### config.mk
export PLATFORM = sky130hd
export DESIGN_NAME = energy_vad_adaptive_floor_unit
export DESIGN_NICKNAME = d
export VERILOG_FILES = /design/src/rtl/evaf_pkg.sv /design/src/rtl/energy_vad_adaptive_floor_unit.sv
export SDC_FILE = /design/constraint.sdc
export NUM_CORES = 2
export LEC_CHECK = 0
export BUFFER_PORTS_ARGS = -buffer_cell sky130_fd_sc_hd__buf_4
export CORE_MARGIN = 1.5
export CORE_UTILIZATION = 55
export CTS_BUF_LIST = sky130_fd_sc_hd__clkbuf_16
export DETAILED_ROUTE_END_ITERATION = 7
export GPL_TIMING_DRIVEN = 0
export PLACE_DENSITY = 0.72
export SLEW_MARGIN = 20
export SYNTH_ARGS = -nofsm -noshare
export SYNTH_HDL_FRONTEND = slang
export SYNTH_SLANG_ARGS = --single-unit
### constraint.sdc
create_clock -name aclk -period 13 [get_ports aclk]
set_clock_uncertainty 0.15 [all_clocks]
set_input_delay 2.6 -clock aclk [delete_from_list [all_inputs] [get_ports aclk]]
set_output_delay 2.6 -clock aclk [all_outputs]
set_load 0.02 [all_outputs]
### src/rtl/evaf_pkg.sv
`timescale 1ns / 1ps

package evaf_pkg;

    localparam int unsigned ONSET_FRAMES = 3;

    localparam logic [23:0] NF_RESET   = 24'd42666;
    localparam logic [10:0] ALPHA_NUM  = 11'd1311;
    localparam logic [15:0] ALPHA_KEEP = 16'd64225;

    localparam logic [15:0] RMS_THRESHOLD_RESET    = 16'd500;
    localparam logic [15:0] SILENCE_FRAMES_RESET   = 16'd25;
    localparam logic [9:0]  FRAME_MS_RESET         = 10'd20;
    localparam logic [31:0] MAX_UTTERANCE_MS_RESET = 32'd10000;

    localparam int unsigned CFG_INDEX_W = 8;

    localparam logic [CFG_INDEX_W-1:0] REG_RMS_THRESHOLD    = 8'd0;
    localparam logic [CFG_INDEX_W-1:0] REG_SILENCE_FRAMES   = 8'd1;
    localparam logic [CFG_INDEX_W-1:0] REG_FRAME_MS         = 8'd2;
    localparam logic [CFG_INDEX_W-1:0] REG_MAX_UTTERANCE_MS = 8'd3;

    localparam logic FUNC_FEED    = 1'b0;
    localparam logic FUNC_RESTART = 1'b1;

    typedef struct packed {
        logic        func;
        logic [15:0] rms;
    } in_item_t;

    typedef struct packed {
        logic        utterance_done;
        logic        speech_heard;
        logic [31:0] elapsed_ms;
        logic        timed_out;
    } out_item_t;

endpackage

### src/rtl/energy_vad_adaptive_floor_unit.sv
`timescale 1ns / 1ps

// pipeline: the state update stage registers the accepted input, then the
// elapsed-time multiply stage registers the result
// throughput: one item per cycle unless m_ready stalls the output
// reset: aresetn synchronous active low; registers return to defaults,
// counters and heard flag clear, noise floor returns to its fixed start value
module energy_vad_adaptive_floor_unit #(
    parameter int unsigned ONSET_FRAMES = evaf_pkg::ONSET_FRAMES
) (
    input  logic                               aclk,
    input  logic                               aresetn,

    input  logic                               s_valid,
    output logic                               s_ready,
    input  evaf_pkg::in_item_t                 s_data,

    output logic                               m_valid,
    input  logic                               m_ready,
    output evaf_pkg::out_item_t                m_data,

    input  logic                               cfg_valid,
    output logic                               cfg_ready,
    input  logic [evaf_pkg::CFG_INDEX_W-1:0]   cfg_index,
    input  logic [31:0]                        cfg_data
);

    logic [15:0] rms_threshold_reg;
    logic [15:0] silence_frames_reg;
    logic [9:0]  frame_ms_reg;
    logic [31:0] max_utterance_ms_reg;

    logic [31:0] frame_count_reg, frame_count_next;
    logic [15:0] silence_run_reg, silence_run_next;
    logic [15:0] speech_run_reg, speech_run_next;
    logic        heard_reg, heard_next;
    logic [23:0] noise_floor_reg, noise_floor_next;

    logic        p1_valid_reg;
    logic [31:0] p1_count_reg;
    logic        p1_heard_reg;
    logic        p1_done_reg;

    logic                m_valid_reg;
    evaf_pkg::out_item_t out_reg, out_next;

    logic        s_fire, adv2;
    logic [26:0] scaled;
    logic [15:0] dyn_thr, thr;
    logic        loud;
    logic [39:0] keep_prod;
    logic [34:0] gain_prod;
    logic [39:0] acc;
    logic [41:0] elapsed_prod;

    assign cfg_ready = 1'b1;

    assign adv2    = !m_valid_reg || m_ready;
    assign s_ready = !p1_valid_reg || adv2;
    assign s_fire  = s_valid && s_ready;
    assign m_valid = m_valid_reg;
    assign m_data  = out_reg;

    always_ff @(posedge aclk) begin
        if (!aresetn) begin
            rms_threshold_reg    <= evaf_pkg::RMS_THRESHOLD_RESET;
            silence_frames_reg   <= evaf_pkg::SILENCE_FRAMES_RESET;
            frame_ms_reg         <= evaf_pkg::FRAME_MS_RESET;
            max_utterance_ms_reg <= evaf_pkg::MAX_UTTERANCE_MS_RESET;
        end else if (cfg_valid) begin
            unique case (cfg_index)
                evaf_pkg::REG_RMS_THRESHOLD:    rms_threshold_reg    <= cfg_data[15:0];
                evaf_pkg::REG_SILENCE_FRAMES:   silence_frames_reg   <= cfg_data[15:0];
                evaf_pkg::REG_FRAME_MS:         frame_ms_reg         <= cfg_data[9:0];
                evaf_pkg::REG_MAX_UTTERANCE_MS: max_utterance_ms_reg <= cfg_data;
                default: ;
            endcase
        end
    end

    // threshold: max of configured floor and 2.5x noise floor, saturated
    always_comb begin
        scaled  = 27'(noise_floor_reg) * 27'd5;
        dyn_thr = (|scaled[26:25]) ? 16'hFFFF : scaled[24:9];
        thr     = (dyn_thr > rms_threshold_reg) ? dyn_thr : rms_threshold_reg;
        loud    = s_data.rms > thr;

        keep_prod = 40'(noise_floor_reg) * 40'(evaf_pkg::ALPHA_KEEP);
        gain_prod = 35'({s_data.rms, 8'd0}) * 35'(evaf_pkg::ALPHA_NUM);
        acc       = keep_prod + 40'(gain_prod);
    end

    always_comb begin
        frame_count_next = frame_count_reg;
        silence_run_next = silence_run_reg;
        speech_run_next  = speech_run_reg;
        heard_next       = heard_reg;
        noise_floor_next = noise_floor_reg;
        if (s_data.func == evaf_pkg::FUNC_RESTART) begin
            frame_count_next = '0;
            silence_run_next = '0;
            speech_run_next  = '0;
            heard_next       = 1'b0;
        end else begin
            if (!(&frame_count_reg)) begin
                frame_count_next = frame_count_reg + 32'd1;
            end
            if (loud) begin
                if (!(&speech_run_reg)) begin
                    speech_run_next = speech_run_reg + 16'd1;
                end
                silence_run_next = '0;
                if (speech_run_next >= 16'(ONSET_FRAMES)) begin
                    heard_next = 1'b1;
                end
            end else begin
                speech_run_next = '0;
                if (!(&silence_run_reg)) begin
                    silence_run_next = silence_run_reg + 16'd1;
                end
                noise_floor_next = acc[39:16];
            end
        end
    end

    always_ff @(posedge aclk) begin
        if (!aresetn) begin
            frame_count_reg <= '0;
            silence_run_reg <= '0;
            speech_run_reg  <= '0;
            heard_reg       <= 1'b0;
            noise_floor_reg <= evaf_pkg::NF_RESET;
            p1_valid_reg    <= 1'b0;
        end else begin
            if (s_fire) begin
                frame_count_reg <= frame_count_next;
                silence_run_reg <= silence_run_next;
                speech_run_reg  <= speech_run_next;
                heard_reg       <= heard_next;
                noise_floor_reg <= noise_floor_next;
                p1_valid_reg    <= 1'b1;
            end else if (adv2) begin
                p1_valid_reg    <= 1'b0;
            end
        end
    end

    always_ff @(posedge aclk) begin
        if (s_fire) begin
            p1_count_reg <= frame_count_next;
            p1_heard_reg <= heard_next;
            p1_done_reg  <= heard_next && (silence_run_next >= silence_frames_reg);
        end
    end

    // elapsed time multiply and timeout compare
    always_comb begin
        elapsed_prod           = 42'(p1_count_reg) * 42'(frame_ms_reg);
        out_next.elapsed_ms    = (|elapsed_prod[41:32]) ? 32'hFFFF_FFFF
                                                        : elapsed_prod[31:0];
        out_next.timed_out     = out_next.elapsed_ms >= max_utterance_ms_reg;
        out_next.speech_heard  = p1_heard_reg;
        out_next.utterance_done = p1_done_reg;
    end

    always_ff @(posedge aclk) begin
        if (!aresetn) begin
            m_valid_reg <= 1'b0;
        end else if (adv2) begin
            m_valid_reg <= p1_valid_reg;
        end
    end

    always_ff @(posedge aclk) begin
        if (adv2 && p1_valid_reg) begin
            out_reg <= out_next;
        end
    end

endmodule
# [Word-level counts from Yosys, hierarchy flattened]
# Cells that the tools add are included.
# W data, S select, Z words.
[op_classes] n_addsub=4 multipliers=4 magnitude_cmp=5 n_eq_ne=3 muxes=18 bitwise_logic=2 reduce_logical=19
[op_table] op="$mux W16" n=10
[op_table] op="$mux W32" n=3
[op_table] op="$mul A32 B10 Y42" n=1
[op_table] op="$add A40 B35 Y40" n=1
[op_table] op="$mul A24 B16 Y40 const B" n=1
[op_table] op="$add A16 B1 Y16 const B" n=2
[op_table] op="$add A32 B1 Y32 const B" n=1
[op_table] op="$ge A32 B32 Y1" n=1
[op_table] op="$gt A16 B16 Y1" n=2
[op_table] op="$reduce_and A16 Y1" n=2
[op_table] op="$reduce_and A32 Y1" n=1
[op_table] op="$mul A16 B11 Y27 const B" n=1
[op_table] op="$mul A24 B3 Y27 const B" n=1
[op_table] op="$eq A8 B2 Y1 const B" n=2
[op_table] op="$ge A16 B16 Y1" n=1
[op_table] op="$ge A16 B2 Y1 const B" n=1
[op_table] op="$reduce_or A10 Y1" n=1
[op_table] op="$eq A8 B1 Y1 const B" n=1
[op_table] op="$logic_not A8 Y1" n=1
[op_table] op="$reduce_and A2 Y1" n=4
[op_table] op="$mux W1" n=5
[op_table] op="$logic_and A1 B1 Y1" n=3
[op_table] op="$reduce_and A3 Y1" n=1
[op_table] op="$logic_not A1 Y1" n=2
[op_table] op="4 further kinds" n=6
[totals] ff_bits=234 output_inout_bits=38 word_cells=73

# [Longest topological paths before layout]
[depth] word_depth=13 ltp_mapped=43 ltp_nobuf=39

# [Least setup slack after synthesis]
# Ideal clock, no wire load.
[synth_timing] path_type="input to register" startpoint="input port s_data[5] (netlist name)" endpoint="register noise_floor_reg[15]" setup_time_ns=0.141 t_arrival_ns=10.116 setup_slack_ns=2.593 stages=31 cell_sequence="fa_1 -> ha_1 -> fa_1 -> fa_1 -> inv_1 -> fa_1 -> inv_1 -> ha_1 -> a211oi_1 -> inv_1 -> a211oi_1 -> nor2_1 -> a21o_1 -> a21oi_1 -> xnor2_1 -> ha_1 -> fa_1 -> inv_1 -> fa_1 -> inv_1 -> fa_1 -> ha_1 -> a21oi_1 -> and2_1 -> o211ai_1 -> or2_2 -> a211o_1 -> o31a_1 -> a21oi_1 -> xor2_1 -> o211ai_1"
[synth_between] elab_chain_cells=3
[synth_lines] element="from (decl)" line="energy_vad_adaptive_floor_unit.sv:16" source="input evaf_pkg::in_item_t s_data,"
[synth_lines] element="branches (longest 3 deep; another with $add A40 B35 Y40)"
[synth_lines] element="to (signal assigned)" line="energy_vad_adaptive_floor_unit.sv:132" source="noise_floor_reg <= evaf_pkg::NF_RESET;"
[synth_lines] element="to (signal assigned)" line="energy_vad_adaptive_floor_unit.sv:140" source="noise_floor_reg <= noise_floor_next;"
[synth_lines] element="to (decl)" line="energy_vad_adaptive_floor_unit.sv:37" source="logic [23:0] noise_floor_reg, noise_floor_next;"
# Parallel ways; which one is timed is not known.
# A chain may end at the register's enable or synchronous reset.

# [Worst setup path after layout]
[layout_timing] startpoint="input port s_data[0] (netlist name)" endpoint="register noise_floor_reg[21]"
# Same word-level chain as after synthesis.

==> results.txt <==
* Top flip-flop cell by instance count after synthesis: sky130_fd_sc_hd__dfxtp_1
- Clock Latency Late Sink: 0.56 ns
- Final Non-Filler Cells: 4850
* Most common library cell in the layout ignoring fill and taps: sky130_fd_sc_hd__inv_1
- Count of routing violations after the opening detailed-route iteration: 2113
* Dominant combinational cell family by area after synthesis: adder cells
* Final hold viol count: 0
- CTS Hold Bufs: 0
- Cell with the largest stage delay on the worst path: sky130_fd_sc_hd__fa_1
* Final Slew Violations: 0
- Total wirelength of the detailed-routed design: 89300 µm
* DIE AREA: roughly 0.065 mm²
- Clock input transition at the sequential cells of the worst setup and hold paths: 0.06 ns
- In this run, CTS created clock tree buffers numbering 26.
* Post-layout nets: 4992
- Count of pins on the block boundary: 100
- Fraction of the mapped netlist area in compound gates: 0.107
- Netlist cell types: 87
- Number of global-route vias before repair: 26.5k
* Post-synthesis simple-gate area fraction: 0.152
- FFs w/ async S/R, synth: 0
- After legalization and detailed placement, the total HPWL measured around 74000 µm.
* Post-synthesis instance total: 3866
* Via density per instance: around 5.6
- Y dimension of the die: 254 µm
- After synthesis the cells add up to 0.0347 mm².
* Startpoint type of the worst setup path: primary input
- Least-Margin Pin Slew: 1.02 ns
- The worst setup path is captured at a flip-flop.
* Count of warnings emitted by yosys: 0
* Initial antenna violation count: 1
* Mean post-synth cell area: 8.98 µm²
- No sink is reached through more buffers than the 3 on the longest clock path.
- Clock tree from TritonCTS: built
- Vias: 27.2k
- The register with the most flip-flops in the layout has 35 of them.
- Count of maximum capacitance violations: 0
- Initial Util: 0.559
* Crit path arrival time: 11.51 ns
- Flip-flop and latch count after synthesis: 234
- H-Tree Level Count: 1
- Number of diodes added for antenna fixing: 0
- Die W: 254 µm
- In the final layout, the share of cells above drive strength 1 is 0.0466.
* Total setup buffers inserted after CTS: 0
- Max FO, Critical Path: 6
- For the worst setup path, the data required time is 13.27 ns.
- The clock drives 234 sinks.
- The smallest clock period supported by the final layout is computed as between 10 and 15 ns.
- In this design, the critical path's most frequently occurring cell is sky130_fd_sc_hd__inv_1.
- The core region is ~0.062 mm².
* Number of rows created at floorplan: 91
- Setup tns final: 0 ns
- Largest stage delay on the critical path: 0.56 ns
- Category of the most critical setup path: primary input to flip-flop
- Multiplexer share of the synthesized area: 0.0136
* Post-CTS resize count: 0
- Static timing analysis puts the maximum clock frequency at 0.0890 GHz.
- Number of flops mapped to enable cells by yosys: 69
- Largest delay share family, worst path: adder cells
* Wire length of the first global-routing pass: around 140000 µm
- In the final routed layout, each cell accounts on average for 18.4 µm.
* Overflow left after global routing: 0
- The first TritonRoute pass finished after 6 iterations.
- The library cells used most frequently in the layout, excluding fill and tap cells, are 687 x sky130_fd_sc_hd__inv_1, 493 x sky130_fd_sc_hd__fa_1, 444 x sky130_fd_sc_hd__ha_1, 370 x sky130_fd_sc_hd__nand2_1, 201 x sky130_fd_sc_hd__a21oi_1.
- In this run the remaining antenna-violating nets after routing total 0.
- For this run, the share of the core covered by cells in the final layout is 0.603.
- Setup violations remaining at the end of the flow were counted as 0.
* Share of synthesized cell area in full adder, half adder and majority cells: 0.445
- The area growth from synthesis to layout is 7.89%.
- Port-buffer cells: 97
* Number of buffers and inverters on the critical path: 7
- Layout filler cell count: 5370
* DRC Markers: 0
- Of the total synthesized cell area, the portion taken by XOR and XNOR cells is 0.0361.
- Syn Nets: 4865
- Pin count of the biggest net entering global routing: 27
- The min-delay analysis places its worst path in the category flip-flop to flip-flop.
- In the finished design, the share of the clock period the worst path needs comes to 0.864.
* Sequential area share after synthesis: 0.155
* Number of cells after detailed placement: 4802
* Run status: complete, no violations
- Slew Limit Headroom: 0.319
- In the global route stage, overall resource usage came out at 0.283.
- Setup repair after global routing left no endpoint under its margin.
- CTS placed an instance of sky130_fd_sc_hd__clkbuf_16 at the clock tree root.
- Routability-driven placement finished with a final weighted congestion of 0.948.
worst reg2reg max path: cells and delay by family (launching register included):
family / cells / cell delay (ns)
AOI/OAI and AO/OA: 19 / 3.25
and+or+nand+nor: 15 / 2.59
adders and majority gates: 5 / 1.70
buffers and inverters: 4 / 1.26
DFF: 1 / 0.76
logic make-up (layout without fill, tap and decap cells):
group	count (synthesis)	count (layout)
AND/OR/NAND/NOR	1075	1075
flip-flops	234	234
other	1	1
adder cells (fa/ha/maj)	938	938
XOR/XNOR	143	143
multiplexers	47	47
AO/OA/AOI/OAI	586	586
buffers and inverters	842	989
area by class of cell:
type                       count  area, µm²  share of cell area
buffer                       157        618              0.0165
clock buffer                  28        701              0.0187
clock inverter                20        198             0.00528
inverter                     685       2570              0.0687
sequential                   234       5380               0.144
multi-input combinational   2790      26200               0.698
timing repair buffer          99        783              0.0209
tap                          837       1050              0.0280
path summary, 6_finish.rpt:
path | from | to | slack [ns] | cells past startpoint
setup / recovery | s_data[0] | noise_floor_reg[21]$_SDFFE_PN0P_ | 1.77 | 34
hold reg to reg | p1_heard_reg$_DFFE_PP_ | m_data[33]$_DFFE_PP_ | 0.27 | 0
hold / removal | p1_heard_reg$_DFFE_PP_ | m_data[33]$_DFFE_PP_ | 0.27 | 0
setup reg to reg | noise_floor_reg[10]$_SDFFE_PN1P_ | p1_done_reg$_DFFE_PP_ | 3.04 | 43
Yosys cell counts, types with 14 or more instances:
master | count | area share
sky130_fd_sc_hd__inv_1 | 684 | 0.074
sky130_fd_sc_hd__fa_1 | 493 | 0.28
sky130_fd_sc_hd__ha_1 | 444 | 0.16
sky130_fd_sc_hd__nand2_1 | 370 | 0.040
sky130_fd_sc_hd__a21oi_1 | 201 | 0.029
sky130_fd_sc_hd__nor2_1 | 199 | 0.022
sky130_fd_sc_hd__and2_1 | 191 | 0.034
sky130_fd_sc_hd__dfxtp_1 | 165 | 0.095
sky130_fd_sc_hd__o21ai_0 | 130 | 0.019
sky130_fd_sc_hd__clkbuf_1 | 124 | 0.013
sky130_fd_sc_hd__nand3_1 | 97 | 0.014
sky130_fd_sc_hd__xnor2_1 | 72 | 0.018
sky130_fd_sc_hd__xor2_1 | 71 | 0.018
sky130_fd_sc_hd__edfxtp_1 | 69 | 0.060
sky130_fd_sc_hd__mux2i_1 | 45 | 0.013
sky130_fd_sc_hd__a21o_1 | 44 | 0.0095
sky130_fd_sc_hd__nor3_1 | 41 | 0.0059
sky130_fd_sc_hd__o211ai_1 | 38 | 0.0082
sky130_fd_sc_hd__nand4_1 | 32 | 0.0058
sky130_fd_sc_hd__and3_1 | 29 | 0.0052
sky130_fd_sc_hd__a31oi_1 | 22 | 0.0040
sky130_fd_sc_hd__buf_1 | 20 | 0.0022
sky130_fd_sc_hd__a211oi_1 | 19 | 0.0041
sky130_fd_sc_hd__nand2b_1 | 19 | 0.0034
sky130_fd_sc_hd__and4_1 | 18 | 0.0045
sky130_fd_sc_hd__o21a_1 | 18 | 0.0039
sky130_fd_sc_hd__or3_1 | 18 | 0.0032
sky130_fd_sc_hd__nor2b_1 | 16 | 0.0029
sky130_fd_sc_hd__o21bai_1 | 14 | 0.0030
per-layer routing:
layer  vias to the layer above  wire length [µm]  global-route usage
li1                      12800                 -                   -
met1                     13300             40600               0.415
met2                       960             39000               0.435
met3                       110              7940              0.0519
met4                         2              1850              0.0611
met5                         -                12                   0
per-stage QoR:
stage	setup WS [ns]	hold slack, ns	area, µm²
after floorplan	2.59	0.250	34700
after global placement	1.43	0.256	36500
after detailed placement	1.40	0.261	36500
after CTS	1.96	0.277	37400
after global routing	1.42	0.289	37400
final	1.77	0.274	37400
Power is left out: the tool's default activity adds up to more than one toggle a clock period on the data nets, which glitch-free logic cannot reach.
